<file path="config.mk">
export PLATFORM = sky130hd
export DESIGN_NAME = base64_stream_encoder_core
export DESIGN_NICKNAME = d
export VERILOG_FILES = /design/src/b64enc_pkg.sv /design/src/base64_stream_encoder_core.sv /design/src/b64enc_front.sv /design/src/b64enc_queue.sv /design/src/b64enc_back.sv
export SDC_FILE = /design/constraint.sdc
export NUM_CORES = 1
export LEC_CHECK = 0
export BUFFER_PORTS_ARGS = -buffer_cell sky130_fd_sc_hd__buf_4
export CAP_MARGIN = 20
export CORE_ASPECT_RATIO = 1.4
export CORE_UTILIZATION = 65
export DETAILED_ROUTE_END_ITERATION = 8
export GPL_ROUTABILITY_DRIVEN = 1
export GPL_TIMING_DRIVEN = 1
export PLACE_DENSITY_LB_ADDON = 0.3
export SLEW_MARGIN = 20
export SYNTH_ARGS = -nofsm -noshare
export SYNTH_HDL_FRONTEND = slang
export SYNTH_SLANG_ARGS = --single-unit
</file>
<file path="constraint.sdc">
create_clock -name clk -period 10.2 [get_ports clk]
set_input_delay 2.04 -clock clk [delete_from_list [all_inputs] [get_ports clk]]
set_output_delay 2.04 -clock clk [all_outputs]
set_load 0.1 [all_outputs]
</file>
<file path="src/b64enc_pkg.sv">
// ----------------------------------------------------------------------------
// b64enc_pkg
// Shared types, constants and the character lookup for the Base64 encoder.
// ----------------------------------------------------------------------------
package b64enc_pkg;

    localparam int QUEUE_DEPTH = 2;

    localparam logic [6:0] PAD_CHAR   = 7'h3D;
    localparam logic [6:0] CHAR_PLUS  = 7'h2B;
    localparam logic [6:0] CHAR_SLASH = 7'h2F;
    localparam logic [6:0] CHAR_UPPER = 7'h41;
    localparam logic [6:0] LOWER_OFS  = 7'd71;
    localparam logic [6:0] DIGIT_OFS  = 7'd4;

    typedef struct packed {
        logic [7:0] data_byte;
        logic       final_byte;
    } in_t;

    typedef struct packed {
        logic [6:0] out_char;
        logic       run_last;
        logic       message_end;
    } out_t;

    // one group of up to three bytes; have counts valid bytes (1..3)
    typedef struct packed {
        logic [7:0] b0;
        logic [7:0] b1;
        logic [7:0] b2;
        logic [1:0] have;
        logic       fin;
    } group_t;

    function automatic logic [6:0] b64_char(input logic [5:0] v);
        logic [6:0] c;
        c = 7'(v);
        if (v < 6'd26)
            return CHAR_UPPER + c;
        else if (v < 6'd52)
            return c + LOWER_OFS;
        else if (v < 6'd62)
            return c - DIGIT_OFS;
        else if (v == 6'd62)
            return CHAR_PLUS;
        else
            return CHAR_SLASH;
    endfunction

endpackage

</file>
<file path="src/base64_stream_encoder_core.sv">
// ----------------------------------------------------------------------------
// base64_stream_encoder_core
// Streaming Base64 encoder with queue-style byte input and character output.
// ----------------------------------------------------------------------------
// One byte enters per cycle while full is low; every group of three bytes,
// or the partial group closed by a byte marked final, turns into four
// characters that leave one per cycle while pop is high. Groups wait in a
// short queue (QUEUE_DEPTH entries) between the byte collector and the
// character emitter; full rises only when that queue is full. The byte
// closing a group is written into that queue, and its first character is
// then registered in the result register of the emitter.
module base64_stream_encoder_core #(
    parameter int QUEUE_DEPTH = b64enc_pkg::QUEUE_DEPTH
) (
    input  logic             clk,
    input  logic             rst_n,
    input  logic             push,
    output logic             full,
    input  b64enc_pkg::in_t  item,
    output logic             empty,
    input  logic             pop,
    output b64enc_pkg::out_t result
);
    import b64enc_pkg::*;

    logic   grp_wr, grp_rd, grp_full, grp_empty;
    group_t grp_wr_data, grp_rd_data;

    b64enc_front u_front (
        .clk      (clk),
        .rst_n    (rst_n),
        .push     (push),
        .item     (item),
        .grp_full (grp_full),
        .full     (full),
        .grp_wr   (grp_wr),
        .grp_data (grp_wr_data)
    );

    b64enc_queue #(
        .DEPTH (QUEUE_DEPTH)
    ) u_queue (
        .clk     (clk),
        .rst_n   (rst_n),
        .wr      (grp_wr),
        .wr_data (grp_wr_data),
        .rd      (grp_rd),
        .full    (grp_full),
        .empty   (grp_empty),
        .rd_data (grp_rd_data)
    );

    b64enc_back u_back (
        .clk       (clk),
        .rst_n     (rst_n),
        .grp_empty (grp_empty),
        .grp_data  (grp_rd_data),
        .grp_rd    (grp_rd),
        .pop       (pop),
        .empty     (empty),
        .result    (result)
    );

endmodule

</file>
<file path="src/b64enc_front.sv">
// ----------------------------------------------------------------------------
// b64enc_front
// Collects incoming bytes into groups of three and hands complete or
// flushed groups to the group queue.
// ----------------------------------------------------------------------------
module b64enc_front (
    input  logic              clk,
    input  logic              rst_n,
    input  logic              push,
    input  b64enc_pkg::in_t   item,
    input  logic              grp_full,
    output logic              full,
    output logic              grp_wr,
    output b64enc_pkg::group_t grp_data
);
    import b64enc_pkg::*;

    logic [7:0] pend0_reg, pend0_next;
    logic [7:0] pend1_reg, pend1_next;
    logic [1:0] cnt_reg, cnt_next;
    logic       accept;
    logic       flush;

    assign full   = grp_full;
    assign accept = push && !grp_full;
    assign flush  = (cnt_reg == 2'd2) || item.final_byte;
    assign grp_wr = accept && flush;

    always_comb
    begin
        grp_data.b0   = (cnt_reg == 2'd0) ? item.data_byte : pend0_reg;
        grp_data.b1   = (cnt_reg == 2'd1) ? item.data_byte :
                        (cnt_reg == 2'd2) ? pend1_reg : 8'd0;
        grp_data.b2   = (cnt_reg == 2'd2) ? item.data_byte : 8'd0;
        grp_data.have = cnt_reg + 2'd1;
        grp_data.fin  = item.final_byte;
    end

    always_comb
    begin
        pend0_next = pend0_reg;
        pend1_next = pend1_reg;
        cnt_next   = cnt_reg;
        if (accept)
        begin
            if (flush)
            begin
                // drop the pending bytes, start a fresh group
                pend0_next = 8'd0;
                pend1_next = 8'd0;
                cnt_next   = 2'd0;
            end
            else
            begin
                if (cnt_reg == 2'd0)
                    pend0_next = item.data_byte;
                else
                    pend1_next = item.data_byte;
                cnt_next = cnt_reg + 2'd1;
            end
        end
    end

    always_ff @(posedge clk or negedge rst_n)
    begin
        if (!rst_n)
        begin
            pend0_reg <= 8'd0;
            pend1_reg <= 8'd0;
            cnt_reg   <= 2'd0;
        end
        else
        begin
            pend0_reg <= pend0_next;
            pend1_reg <= pend1_next;
            cnt_reg   <= cnt_next;
        end
    end

    a_cnt_range: assert property (@(posedge clk) disable iff (!rst_n)
        cnt_reg != 2'd3)
        else $error("pending count out of range");

endmodule

</file>
<file path="src/b64enc_queue.sv">
// ----------------------------------------------------------------------------
// b64enc_queue
// Short queue of byte groups between the front and the back.
// ----------------------------------------------------------------------------
module b64enc_queue #(
    parameter int DEPTH = b64enc_pkg::QUEUE_DEPTH
) (
    input  logic               clk,
    input  logic               rst_n,
    input  logic               wr,
    input  b64enc_pkg::group_t wr_data,
    input  logic               rd,
    output logic               full,
    output logic               empty,
    output b64enc_pkg::group_t rd_data
);
    import b64enc_pkg::*;

    localparam int PTR_W = (DEPTH > 1) ? $clog2(DEPTH) : 1;
    localparam int CNT_W = $clog2(DEPTH + 1);

    group_t             mem [DEPTH];
    logic [PTR_W-1:0]   wr_ptr_reg, wr_ptr_next;
    logic [PTR_W-1:0]   rd_ptr_reg, rd_ptr_next;
    logic [CNT_W-1:0]   count_reg, count_next;
    logic               do_wr, do_rd;

    assign full    = (count_reg == CNT_W'(DEPTH));
    assign empty   = (count_reg == '0);
    assign do_wr   = wr && !full;
    assign do_rd   = rd && !empty;
    assign rd_data = mem[rd_ptr_reg];

    always_comb
    begin
        wr_ptr_next = wr_ptr_reg;
        rd_ptr_next = rd_ptr_reg;
        count_next  = count_reg;
        if (do_wr)
            wr_ptr_next = (wr_ptr_reg == PTR_W'(DEPTH - 1)) ? '0 : wr_ptr_reg + 1'b1;
        if (do_rd)
            rd_ptr_next = (rd_ptr_reg == PTR_W'(DEPTH - 1)) ? '0 : rd_ptr_reg + 1'b1;
        if (do_wr && !do_rd)
            count_next = count_reg + 1'b1;
        else if (do_rd && !do_wr)
            count_next = count_reg - 1'b1;
    end

    always_ff @(posedge clk)
    begin
        if (do_wr)
            mem[wr_ptr_reg] <= wr_data;
    end

    always_ff @(posedge clk or negedge rst_n)
    begin
        if (!rst_n)
        begin
            wr_ptr_reg <= '0;
            rd_ptr_reg <= '0;
            count_reg  <= '0;
        end
        else
        begin
            wr_ptr_reg <= wr_ptr_next;
            rd_ptr_reg <= rd_ptr_next;
            count_reg  <= count_next;
        end
    end

    a_count_bound: assert property (@(posedge clk) disable iff (!rst_n)
        count_reg <= CNT_W'(DEPTH))
        else $error("group queue overflow");

endmodule

</file>
<file path="src/b64enc_back.sv">
// ----------------------------------------------------------------------------
// b64enc_back
// Splits each queued group into four sextets and emits one character per
// transfer through the result register.
// ----------------------------------------------------------------------------
module b64enc_back (
    input  logic               clk,
    input  logic               rst_n,
    input  logic               grp_empty,
    input  b64enc_pkg::group_t grp_data,
    output logic               grp_rd,
    input  logic               pop,
    output logic               empty,
    output b64enc_pkg::out_t   result
);
    import b64enc_pkg::*;

    logic [1:0] idx_reg, idx_next;
    logic       valid_reg, valid_next;
    out_t       result_reg, result_next;
    logic       load;
    logic [5:0] sext;

    assign empty  = !valid_reg;
    assign result = result_reg;
    assign load   = !grp_empty && (!valid_reg || pop);
    assign grp_rd = load && (idx_reg == 2'd3);

    always_comb
    begin
        case (idx_reg)
            2'd0:    sext = grp_data.b0[7:2];
            2'd1:    sext = {grp_data.b0[1:0], grp_data.b1[7:4]};
            2'd2:    sext = {grp_data.b1[3:0], grp_data.b2[7:6]};
            2'd3:    sext = grp_data.b2[5:0];
            default: sext = 6'd0;
        endcase
    end

    always_comb
    begin
        idx_next    = idx_reg;
        valid_next  = valid_reg;
        result_next = result_reg;
        if (load)
        begin
            result_next.out_char    = (idx_reg <= grp_data.have) ? b64_char(sext) : PAD_CHAR;
            result_next.run_last    = (idx_reg == 2'd3);
            result_next.message_end = (idx_reg == 2'd3) && grp_data.fin;
            idx_next                = idx_reg + 2'd1;
            valid_next              = 1'b1;
        end
        else if (pop)
            valid_next = 1'b0;
    end

    always_ff @(posedge clk)
    begin
        result_reg <= result_next;
    end

    always_ff @(posedge clk or negedge rst_n)
    begin
        if (!rst_n)
        begin
            idx_reg   <= 2'd0;
            valid_reg <= 1'b0;
        end
        else
        begin
            idx_reg   <= idx_next;
            valid_reg <= valid_next;
        end
    end

    a_end_is_last: assert property (@(posedge clk) disable iff (!rst_n)
        (valid_reg && result_reg.message_end) |-> result_reg.run_last)
        else $error("message end without run last");

    a_group_held: assert property (@(posedge clk) disable iff (!rst_n)
        (idx_reg != 2'd0) |-> !grp_empty)
        else $error("group left the queue mid-emission");

    a_last_on_wrap: assert property (@(posedge clk) disable iff (!rst_n)
        (load && result_next.run_last) |=> (idx_reg == 2'd0))
        else $error("character index out of step");

endmodule

</file>
Yosys cells after proc, flatten, opt, wreduce, memory -nomap -nowiden
Memories as Yosys holds them, arrays and structs flattened.
Index checks and enable logic that the tools add are counted.
{"block": "classes", "reduce_logical": 22, "n_mux": 21, "addsub": 9, "magnitude_cmp": 4, "n_eq_ne": 8}
{"operator": "two-way mux 8 bit", "count": 7}
{"operator": "one-hot mux 6 bit (4 select lines)", "count": 1}
{"operator": "two-way mux 7 bit", "count": 3}
{"operator": "less-than comparator 6 bit, second input constant", "count": 2}
{"operator": "logical AND 1 bit", "count": 9}
{"operator": "equality test 2 bit, second input constant", "count": 4}
{"operator": "adder 6 x 7 -> 7 bit, second input constant", "count": 1}
{"operator": "adder 7 x 6 -> 7 bit, first input constant", "count": 1}
{"operator": "subtractor 6 x 3 -> 7 bit, second input constant", "count": 1}
{"operator": "adder 2 x 1 -> 2 bit, second input constant", "count": 3}
{"operator": "equality test 6 bit, second input constant", "count": 1}
{"operator": "zero test 2 bit", "count": 3}
{"operator": "less-than comparator 6 x 5 -> 1 bit, second input constant", "count": 1}
{"operator": "two-way mux 1 bit", "count": 6}
{"operator": "two-way mux 2 bit", "count": 3}
{"operator": "zero test 1 bit", "count": 5}
{"operator": "equality test 2 x 1 -> 1 bit, second input constant", "count": 2}
{"operator": "nonzero test 2 bit", "count": 2}
{"operator": "two-way mux 3 bit", "count": 1}
{"operator": "adder 1 bit, second input constant", "count": 2}
{"operator": "less-or-equal comparator 2 bit", "count": 1}
{"operator": "logical OR 1 bit", "count": 2}
{"operator": "inequality test 2 x 1 -> 1 bit, second input constant", "count": 1}
{"operator": "AND reduction 2 bit", "count": 1}
{"operator": "subtractor 2 x 1 -> 2 bit, second input constant", "count": 1}
{"block": "totals", "n_memories": 1, "wordCells": 76, "ram_bits": 54, "reg_bits": 34}
{"name": "u_queue.mem", "words": 2, "word_bits": 27, "rd": 1, "rd_ports_with_merged_regs": 0, "write_ports": 1, "line": "b64enc_queue.sv:22", "rtl": "group_t mem [DEPTH];"}

Depth between registers and ports, before layout
Gate-level depths: netlist of the first run.
{"block": "logic_depth", "ltp_word": 9, "mapped_depth": 14, "depth_no_buf": 12}

Modules after synthesis
From an unflattened synthesis of the first run, not the netlist that was laid out.
{"block": "unflattened", "cells_unflattened": 314, "area_unflattened_um2": 4440.5}
{"mod": "b64enc_queue", "instances": 1, "seq_area_each_um2": 1721.7, "area_each_um2": 2244.7, "cells_per_inst": 103}
{"mod": "b64enc_front", "instances": 1, "seq_area_each_um2": 450.4, "area_each_um2": 1139.8, "cells_per_inst": 103}
{"mod": "b64enc_back", "instances": 1, "seq_area_each_um2": 345.3, "area_each_um2": 1056.0, "cells_per_inst": 108}

Worst setup path before layout of the first run
Ideal clock, no wire load.
{"block": "synth_path", "path_kind": "input to register", "startpoint": "in push", "endpoint": "mem u_queue.mem[0][0] in the netlist's numbering (enable)", "arrival_ns": 4.594, "n_path_buf": 2, "path_slack_ns": 5.161, "t_required_ns": 9.755, "cell_stages": 4, "cell_sequence": "clkbuf_1 > nand2_1 > clkbuf_1 > nor3_1"}
{"block": "synth_via", "elab_chain_cells": 5}
{"element": "start: declaration", "line": "base64_stream_encoder_core.sv:17", "rtl": "input logic push,"}
{"element": "logical AND 1 bit", "line": "b64enc_front.sv:25", "rtl": "assign accept = push && !grp_full;"}
{"element": "logical AND 1 bit", "line": "b64enc_front.sv:27", "rtl": "assign grp_wr = accept && flush;"}
{"element": "logical AND 1 bit", "line": "b64enc_queue.sv:30", "rtl": "assign do_wr = wr && !full;"}
{"element": "two-way mux 1 bit", "line": "b64enc_queue.sv:51", "rtl": "if (do_wr)"}
{"element": "two-way mux 1 bit (not written as such)", "line": "b64enc_queue.sv:52", "rtl": "mem[wr_ptr_reg] <= wr_data;"}
{"element": "end: declaration", "line": "b64enc_queue.sv:22"}
Every way passes these cells.

Worst setup path after layout of the first run
{"block": "layout_path", "startpoint": "reg u_queue.count_reg[0]", "endpoint": "out full"}
{"block": "layout_via", "elab_chain_cells": 1}
{"element": "start: declaration", "line": "b64enc_queue.sv:25", "rtl": "logic [CNT_W-1:0] count_reg, count_next;"}
{"element": "start signal: assignment", "line": "b64enc_queue.sv:67", "rtl": "count_reg <= count_next;"}
{"element": "equality test 2 bit", "line": "b64enc_queue.sv:28", "rtl": "assign full = (count_reg == CNT_W'(DEPTH));"}
{"element": "end: declaration", "line": "base64_stream_encoder_core.sv:18", "rtl": "output logic full,"}
Every way passes these cells.

==> reports/qor.csv, run 1 <==
metric;value;unit
status;completed;
starting DRC count in detailed routing;166;
Clock Sinks;88;
portion of netlist area occupied by mux cells;4.756;%
post_cts resized;0;
slowest stage delay, CP;0.43;ns
synthesized cell area;0.004025;mm^2
initial antenna violation count;0;
Fin Setup TNS;0;ns
CP Launch Point;u_queue.count_reg[0]$_DFFE_PN0P_;
WP depth;3;
Max Buffers Root-to-Sink;2;
crit path launch type;flop;
compound-gate portion of the synthesized area;12.96;%
largest family of logic cells by synthesized area;compound AO/OA/AOI/OAI gates;
Vias/cell;6.145;
Post-synth ARST share;28.41;%
die width;68.51;um
total CTS buffers;9;
Root Driver;clkbuf_8;
normalized max-slew margin;38.34;%
Post-synth EDFFs;63;
Nets;356;
clk_lat worst skew;0.35;ns
sequential-to-total area share from yosys stat;62.54;%
CTS tree;yes;
r2r startpoint;u_back.idx_reg[0]$_DFFE_PN0P_;
total core area;0.005904;mm^2
largest net degree at the start of global routing;28;
row count;33;
Max Cap Violations;0;
top cell family by delay on the critical path;flip-flops;
Fmax;280.7;MHz
cts hold-fix bufs;0;
Adder-Cell Fraction of Synth Area;3.979;%
drt drc;0;
I/O Buffers;23;
vias in the first global route;2344;
Mapped Cells;311;
fin crit period;3.563;ns
total track usage;24.63;%
Yosys reg bits;88;
CP required;8.16;ns
Slew Viols, Final;0;
arrival time worst endpoint;1.52;ns
Post-CTS Setup Bufs;0;
reg-to-reg setup timing slack;7.32;ns
xor/xnor share of the synthesized area;1.741;%
sum of buffers and inverters on the critical path;2;
HP Class;reg2reg;
Worst setup EP type;output pin;
crit path capture;full;
Simple-Gate Fraction of Synth Area;10.91;%
Post-Place Worst Slack;6.079;ns
Slew @ Worst Pin;0.9105;ns
Placed Area;0.004210;mm^2
Syn-to-layout area delta;8.953;%
first-pass detailed-route iteration total;4;
Routed WL;7072;um
Setup Skew;0.01290;ns
ANT nets after route;0;
num ports;24;
layout cell share with drive strength beyond 1;17.56;%
critical-path maximum fanout;11;
RSZ-0062 raised after global routing;no;
Final Wtd Congestion;0.7409;
worst path cell trace;nand2b_1, inv_1, buf_4;
CTS clk-pin slew, worst paths;0.08;ns
Reg-to-Reg End;u_back.result[4]$_SDFFCE_PN1P_;
DPL Wire Length;5138;um
Avg Inst Size Synth;12.94;um^2
grt ovf;0;
first-pass GRT wire length;11280;um
critical setup path kind;reg2out;
Initial Util;68.17;%
DIE AREA;0.006516;mm^2
H-tree depth;3;
Synth Flop Type;edfxtp_1;
final setup fails;0;
synthesized netlist net count;336;
slack of the critical path;6.637;ns
Largest register FFs;54;
Tcrit/Tclk final;34.93;%
Antenna diodes;0;
wire length per cell;17.42;um
DR vias;2495;
Die Ht;95.11;um
Final Hold Viols;0;
Finished Cell Area;0.004385;mm^2
Distinct cells, synth;46;
Synthesis Warnings;0;
Crit-path slowest cell;dfrtp_1;
Reg2Reg Depth;10;
## worst min path at each step
stage                                      from                          endpoint  slack, ns  depth (start not counted)
3_3_place_gp   u_front.pend0_reg[4]$_DFFE_PN0P_  u_front.pend0_reg[4]$_DFFE_PN0P_       0.45                          2
5_1_grt        u_front.pend0_reg[2]$_DFFE_PN0P_  u_front.pend0_reg[2]$_DFFE_PN0P_       0.50                          2
3_5_place_dp   u_front.pend0_reg[6]$_DFFE_PN0P_  u_front.pend0_reg[6]$_DFFE_PN0P_       0.46                          2
2_1_floorplan  u_front.pend0_reg[7]$_DFFE_PN0P_  u_front.pend0_reg[7]$_DFFE_PN0P_       0.44                          2
6_report       u_front.pend0_reg[6]$_DFFE_PN0P_  u_front.pend0_reg[6]$_DFFE_PN0P_       0.48                          2
4_1_cts        u_front.pend0_reg[6]$_DFFE_PN0P_  u_front.pend0_reg[6]$_DFFE_PN0P_       0.48                          2
## per-stage QoR
step           hold WS, ns  instances  util [%]
6_report            0.4778        406     74.27
3_5_place_dp        0.4596        390     71.31
4_1_cts             0.4793        406     74.19
5_1_grt             0.4985        406     74.27
2_1_floorplan       0.4424        311         -
3_3_place_gp        0.4538        390     71.31
## synth_stat cells, types with 2 or more instances
library cell  count  area [um^2]
o311ai_1          2        17.52
and2_1           11        68.82
xnor2_1           5        43.79
o211ai_1          2        15.01
a221o_1           2        20.02
o21ai_1           3        15.01
buf_2             4        20.02
a21oi_1          10        50.05
nand2_1          41        153.9
buf_6             3        33.78
inv_1            10        37.54
mux2_2            9        101.4
nand2b_1          2        12.51
nand3_1           4        20.02
a22oi_1           9        67.56
o21ai_0           8        40.04
dfrtp_1          25        625.6
clkbuf_1          7        26.28
mux2i_1           9        90.09
xor2_1            3        26.28
o311a_2           2        22.52
ha_1             12        150.1
nand4_1           8        50.05
edfxtp_1         63         1892
nor2_1           13        48.80
nor2b_1           4        25.02
and3_1            3        18.77
a22o_1           19        166.4
## worst min-delay path, stage by stage, from the launching register on
cell and delay, ns:
dfrtp_1 0.34, nand2_1 0.05, nand2_1 0.06
## cell type report
| cell class | count | area, um^2 |
|---|---|---|
| flip-flops and latches | 88 | 2517 |
| fillers | 368 | 1519 |
| multi-input cells | 198 | 1393 |
| repair buffers | 24 | 180.2 |
| clock buffers | 9 | 123.9 |
| well taps | 70 | 87.58 |
| clock inverters | 7 | 46.29 |
| inverters | 10 | 37.54 |
## cell families (layout without fill, tap and decap cells)
kind of cell	after synthesis	after routing
AND/OR/NAND/NOR	91	91
buffers and inverters	25	50
adder cells (fa/ha/maj)	13	13
AO/OA/AOI/OAI	68	68
XOR/XNOR	8	8
flip-flops	88	88
multiplexers	18	18
## routing by layer
metal  global-route usage [%]  up-vias  share of wire, %  routed length (um)
li1                         -     1209                 -                   -
met1                    29.95     1215                42                2970
met2                    41.26       57                53                3722
met3                    6.220       14               3.1                 218
met4                    9.722        0               2.3                 160
met5                        0        -                 0                   0
## placed cells by master, fill, tap and decap left out, types with 10 or more instances in the layout
cell and instances:
edfxtp_1 63, and2_1 10, a22o_1 19, buf_4 24, inv_1 10, ha_1 12
dfrtp_1 25, nand2_1 41, nor2_1 13
Power of run 1 is not shown: default switching activity piles up to over one toggle a cycle in this logic, so the estimate is an artifact.
==> inputs of run 2 (changes only) <==
--- a/config.mk
+++ b/config.mk
@@ -5,10 +5,11 @@
 export SDC_FILE = /design/constraint.sdc
 export NUM_CORES = 1
 export LEC_CHECK = 0
+export ABC_AREA = 1
 export BUFFER_PORTS_ARGS = -buffer_cell sky130_fd_sc_hd__buf_4
 export CAP_MARGIN = 20
 export CORE_ASPECT_RATIO = 1.4
-export CORE_UTILIZATION = 65
+export CORE_UTILIZATION = 60
 export DETAILED_ROUTE_END_ITERATION = 8
 export GPL_ROUTABILITY_DRIVEN = 1
 export GPL_TIMING_DRIVEN = 1
==> constraint.sdc (replaced) <==
create_clock -name clk -period 3.3 [get_ports clk]
set_input_delay 0.66 -clock clk [delete_from_list [all_inputs] [get_ports clk]]
set_output_delay 0.66 -clock clk [all_outputs]
set_load 0.1 [all_outputs]
==> run 2 against run 1 <==
Clock skew about the same. Critical path depth up 11. First-iteration DRC count grew 4.2%. Count of clock-buffer cells in the layout is 4 higher. Global-route usage is 0.27 points lower. Synthesized cell count rose by 37%. Final cell count is 35% higher. Design area increased by 5.5%. Synthesized area up 4.5%. Sequential cell count stayed put.
==> reports/qor.csv, run 2 <==
metric;value;unit;change
status;completed;;
num ports;24;;unchanged
Die Ht;101.1;um;+6.3%
reg-to-reg setup timing slack;0.73;ns;-6.59 ns
Distinct cells, synth;32;;-30%
Post-CTS Setup Bufs;0;;unchanged
starting DRC count in detailed routing;173;;+4.2%
CTS tree;yes;;
Fin Setup TNS;0;ns;unchanged
critical-path maximum fanout;20;;+9
area share of the largest cell type after synthesis;44.99;%;-2.0 points
first-pass GRT wire length;13140;um;+17%
Reg2Reg Depth;14;;+4
clk_lat worst skew;0.35;ns;about the same
synthesized cell area;0.004205;mm^2;+4.5%
Post-synth ARST share;28.41;%;unchanged
sequential-to-total area share from yosys stat;59.86;%;-2.7 points
Slew @ Worst Pin;0.7544;ns;-0.1560 ns
Routed WL;8027;um;+14%
Root Driver;clkbuf_8;;
cts hold-fix bufs;0;;unchanged
arrival time worst endpoint;2.67;ns;+1.15 ns
Synthesis Warnings;0;;unchanged
fin crit period;2.566;ns;
final setup fails;0;;unchanged
I/O Buffers;23;;unchanged
DIE AREA;0.007352;mm^2;+13%
grt ovf;0;;unchanged
most frequent cell after synthesis;nand2_1;;
Avg Inst Size Synth;9.895;um^2;-24%
r2r startpoint;u_queue.rd_ptr_reg$_DFFE_PN0P_;;
wire length per cell;14.65;um;-16%
die width;72.76;um;+6.2%
RSZ-0062 raised after global routing;no;;
Tcrit/Tclk final;77.76;%;
H-tree depth;3;;unchanged
Clock Sinks;88;;unchanged
CP required;3.41;ns;-4.75 ns
commonest cells in the netlist;117 x nand2_1, 63 x edfxtp_1, 58 x inv_1;;
Max Buffers Root-to-Sink;2;;unchanged
DPL Wire Length;5831;um;+13%
DR top layer;met4;;
vias in the first global route;2864;;+22%
row count;35;;+6.1%
Reg-to-Reg End;u_back.result[6]$_SDFFCE_PN1P_;;
WL met1;3249;um;+9.4%
normalized max-slew margin;49.70;%;+11 points
Initial Util;63.18;%;-5.0 points
total core area;0.006656;mm^2;+13%
Final Wtd Congestion;0.8657;;+17%
Fmax;389.7;MHz;
post_cts resized;0;;unchanged
CTS clk-pin slew, worst paths;0.09;ns;about the same
initial antenna violation count;0;;unchanged
Nets;476;;+34%
met2 WL;4210;um;+13%
HP Class;in2async;;
Synth Flop Type;edfxtp_1;;
Yosys top cell by area;edfxtp_1;;
slack of the critical path;0.7339;ns;-5.903 ns
DR vias;2918;;+17%
drt drc;0;;unchanged
Slew Viols, Final;0;;unchanged
Worst setup EP type;flop;;
largest net degree at the start of global routing;28;;unchanged
Yosys reg bits;88;;unchanged
commonest non-fill, non-tap cells in the layout;117 x nand2_1, 63 x edfxtp_1, 58 x inv_1, 26 x buf_4, 25 x dfrtp_1;;
Antenna diodes;0;;unchanged
synthesized netlist net count;450;;+34%
most common cell after layout, fill and taps aside;nand2_1;;
Final Hold Viols;0;;unchanged
Largest register FFs;54;;unchanged
layout cell share with drive strength beyond 1;14.69;%;-2.9 points
crit path launch type;flop;;
Layout Utilization;69.49;%;-4.8 points
Syn-to-layout area delta;9.997;%;
total CTS buffers;9;;unchanged
met3 routed WL;308;um;+41%
ANT nets after route;0;;unchanged
Post-Place Worst Slack;0.7497;ns;-5.330 ns
critical setup path kind;reg2reg;;
top cells by area, synth;edfxtp_1 45%, dfrtp_1 15%, nand2_1 10%;;
Max Cap Violations;0;;unchanged
Post-synth EDFFs;63;;unchanged
Mapped Cells;425;;+37%
worst hold margin;0.1937;ns;-0.2841 ns
total track usage;24.36;%;-0.27 points
Setup Skew;0.01270;ns;-0.0001993 ns
Vias/cell;5.325;;-13%
first-pass detailed-route iteration total;5;;+1
## run 2: per-layer routing
layer / global-route usage [%] / vias up
met2: 41.62 / 98
li1: - / 1447
met4: 12.52 / 0
met3: 4.100 / 23
met1: 29.42 / 1350
met5: 0 / -
## run 2: cell families after synthesis
kind of cell / count (synthesis) / share of synthesized area (%)
xor gates and xnor gates: 7 / 1.458
muxes: 1 / 0.2380
AOI/OAI and AO/OA: 64 / 8.450
adders and majority gates: 12 / 3.570
DFF: 88 / 59.86
buffers and inverters: 75 / 7.795
and+or+nand+nor: 178 / 18.63
## run 2: worst max path at each step
stage                                        start                             end  slack (ns)
floorplan           u_front.cnt_reg[0]$_DFFE_PN0P_     u_queue.mem[1][0]$_DFFE_PP_        0.47
global placement    u_queue.rd_ptr_reg$_DFFE_PN0P_  u_back.result[4]$_SDFFCE_PN1P_        0.74
detailed placement  u_queue.rd_ptr_reg$_DFFE_PN0P_  u_back.result[6]$_SDFFCE_PN1P_        0.75
CTS                 u_queue.rd_ptr_reg$_DFFE_PN0P_  u_back.result[6]$_SDFFCE_PN1P_        0.72
global route        u_queue.rd_ptr_reg$_DFFE_PN0P_  u_back.result[6]$_SDFFCE_PN1P_        0.46
finish              u_queue.rd_ptr_reg$_DFFE_PN0P_  u_back.result[6]$_SDFFCE_PN1P_        0.73
## run 2: cell type report
cell class / instances / area (um^2)
clock buffers: 13 / 148.9
clock inverters: 3 / 41.29
fillers: 510 / 2031
inverters: 64 / 242.7
multi-input cells: 262 / 1365
flip-flops and latches: 88 / 2517
well taps: 92 / 115.1
repair buffers: 26 / 195.2
## run 2: per-stage QoR
step | area, um^2 | cells
after CTS | 4626 | 548
after detailed placement | 4436 | 532
final | 4626 | 548
after floorplan | 4205 | 425
after global routing | 4626 | 548
after global placement | 4436 | 532
## run 2: worst max-delay path, cell delays in order, from the launching register on
cell and delay, ns:
dfrtp_1 0.77, inv_2 0.28, a21oi_1 0.20, nand3_1 0.08, nand2_1 0.08, nand2_1 0.06, nand2_2 0.15, ha_1 0.21
nand3_1 0.11, nand2_1 0.08, nand2_1 0.05, nand3_1 0.08, nand2_1 0.05, nand2_1 0.06, nand3_1 0.06
Power of run 2 is left out for the same reason.
==> inputs of run 3 (changes only) <==
==> constraint.sdc (replaced) <==
create_clock -name clk -period 2.4 [get_ports clk]
set_input_delay 0.48 -clock clk [delete_from_list [all_inputs] [get_ports clk]]
set_output_delay 0.48 -clock clk [all_outputs]
set_load 0.1 [all_outputs]
==> run 3 against run 2 <==
Design area increased by 2.8%. Non-clock buffer count increased by 10. Clock skew decreased by 0.0092 ns. Global-route usage increased by 0.37 points. Sequential cell count unchanged. Utilization increased by 1.9 points. Count of clock-buffer cells in the layout decreased by 2. Setup slack got worse by 0.53 ns. Critical path type unchanged. Largest cell class unchanged.
==> reports/qor.csv, run 3 (synthesis results as in run 2) <==
metric;value;unit;change
Nets;486;;+2.1%
total CTS buffers;9;;unchanged
CP Launch Point;u_back.idx_reg[1]$_DFFE_PN0P_;;
Antenna diodes;0;;unchanged
layout cell share with drive strength beyond 1;18.45;%;+3.8 points
die width;72.76;um;unchanged
status;completed;;
CP dominant cell by count;nand2_1;;
num ports;24;;unchanged
total core area;0.006656;mm^2;unchanged
vias in the first global route;2893;;+1.0%
Reg2Reg Depth;14;;unchanged
Tcrit/Tclk final;91.33;%;+14 points
critical setup path kind;reg2reg;;
starting DRC count in detailed routing;145;;-16%
total track usage;24.73;%;+0.37 points
worst path cell trace;inv_1, ha_1, buf_12, nand2_1, nand2_1, inv_1, nand2_1, nand3_2, nand2_4, nor2_1, nor2_4, nand2_1, nor2_1, a21oi_1;;
normalized max-slew margin;64.39;%;+15 points
CP required;2.50;ns;-0.91 ns
Max Buffers Root-to-Sink;2;;unchanged
initial antenna violation count;0;;unchanged
DPL Wire Length;5894;um;+1.1%
DIE AREA;0.007352;mm^2;unchanged
reg-to-reg setup timing slack;0.21;ns;-0.53 ns
slowest stage delay, CP;0.42;ns;-0.35 ns
H-tree depth;3;;unchanged
Die Ht;101.1;um;unchanged
Final Hold Viols;0;;unchanged
first-pass detailed-route iteration total;5;;unchanged
final setup fails;0;;unchanged
crit path launch type;flop;;
CTS tree;yes;;
Vias/cell;5.516;;+3.6%
Reg-to-Reg End;u_back.result[2]$_SDFFCE_PN1P_;;
clk_lat worst skew;0.34;ns;about the same
first-pass GRT wire length;13470;um;+2.5%
Initial Util;63.18;%;unchanged
slack of the critical path;0.2080;ns;-0.5259 ns
Non-Filler Instances;558;;+1.8%
Crit-path slowest cell;dfrtp_1;;
grt ovf;0;;unchanged
worst hold margin;0.02181;ns;-0.1719 ns
Clock Sinks;88;;unchanged
Fmax;456.2;MHz;+17%
Layout Utilization;71.41;%;+1.9 points
fin crit period;2.192;ns;-0.3741 ns
r2r startpoint;u_back.idx_reg[1]$_DFFE_PN0P_;;
Max Cap Violations;0;;unchanged
Setup Skew;0.003535;ns;-0.009169 ns
Routed WL;8213;um;+2.3%
cts hold-fix bufs;0;;unchanged
Post-Place Worst Slack;0.1539;ns;-0.5957 ns
critical-path maximum fanout;12;;-40%
drt drc;0;;unchanged
Slew Viols, Final;0;;unchanged
Worst setup EP type;flop;;
placed insts;541;;+1.7%
arrival time worst endpoint;2.29;ns;-0.38 ns
I/O Buffers;23;;unchanged
Final Wtd Congestion;0.8893;;+2.7%
ANT nets after route;0;;unchanged
largest net degree at the start of global routing;28;;unchanged
# fillers;469;;-8.0%
HP Class;in2async;;
Syn-to-layout area delta;13.03;%;
most common cell after layout, fill and taps aside;nand2_1;;
row count;35;;unchanged
CTS clk-pin slew, worst paths;0.08;ns;about the same
Root Driver;clkbuf_8;;
commonest non-fill, non-tap cells in the layout;117 x nand2_1, 63 x edfxtp_1, 56 x inv_1, 34 x buf_4, 25 x dfrtp_1;;
DR vias;3078;;+5.5%
wire length per cell;14.72;um;+0.48%
Largest register FFs;54;;unchanged
Slew @ Worst Pin;0.5341;ns;-0.2203 ns
run 3: changes by cell type in the layout (fill, tap and decap cells not counted), moves of 2 or more:
| cell | before | now |
|---|---|---|
| inv_1 | 58 | 56 |
| a21oi_2 | 2 | 4 |
| a21oi_1 | 12 | 10 |
| ha_1 | 12 | 10 |
| ha_2 | 0 | 2 |
| clkbuf_1 | 3 | 1 |
| buf_12 | 0 | 2 |
| buf_4 | 26 | 34 |
run 3: repair_timing:
item / in CTS / in global routing
endpoints found under the setup margin: 0 / 4
gates resized for setup: 0 / 5
buffers inserted: 0 / 1
run 3: routing by layer:
| layer | share of wire [%] | global-route usage [%] |
|---|---|---|
| met2 | 54 | 43.06 |
| met4 | 1.9 | 10.41 |
| met5 | 0 | 0 |
| met3 | 4.5 | 4.100 |
| met1 | 39 | 30.21 |
run 3: metrics by stage:
step / area (um^2) / TNS, ns
2_1_floorplan: 4213 / -23.25
3_3_place_gp: 4536 / 0
3_5_place_dp: 4536 / 0
4_1_cts: 4732 / 0
5_1_grt: 4753 / -0.01447
6_report: 4753 / 0
run 3: final cells by class:
cell class | instances | area (um^2) | area share (%)
Sequential cell | 88 | 2517 | 52.96
Multi-Input combinational cell | 262 | 1383 | 29.09
Timing Repair Buffer | 36 | 295.3 | 6.212
Inverter | 64 | 246.5 | 5.186
Clock buffer | 11 | 141.4 | 2.974
Tap cell | 92 | 115.1 | 2.422
Clock inverter | 5 | 55.05 | 1.158
run 3: critical path, delay by kind of cell (launching register included):
kind / cells / cell delay, ns
simple gates: 9 / 0.92
flops: 1 / 0.42
buf+inv: 3 / 0.31
fa+ha+maj: 1 / 0.20
compound gates: 1 / 0.08
run 3: worst max path at each step:
| stage | endpoint | slack, ns | cells after the start |
|---|---|---|---|
| global placement | u_back.result[2]$_SDFFCE_PN1P_ | 0.23 | 14 |
| CTS | u_back.result[5]$_SDFFCE_PN1P_ | 0.14 | 16 |
| global route | u_back.result[6]$_SDFFCE_PN1P_ | -0.01 | 15 |
| detailed placement | u_back.result[5]$_SDFFCE_PN1P_ | 0.15 | 16 |
| floorplan | u_queue.mem[1][0]$_DFFE_PP_ | -0.43 | 7 |
| finish | u_back.result[2]$_SDFFCE_PN1P_ | 0.21 | 14 |
Power of run 3 is left out for the same reason.
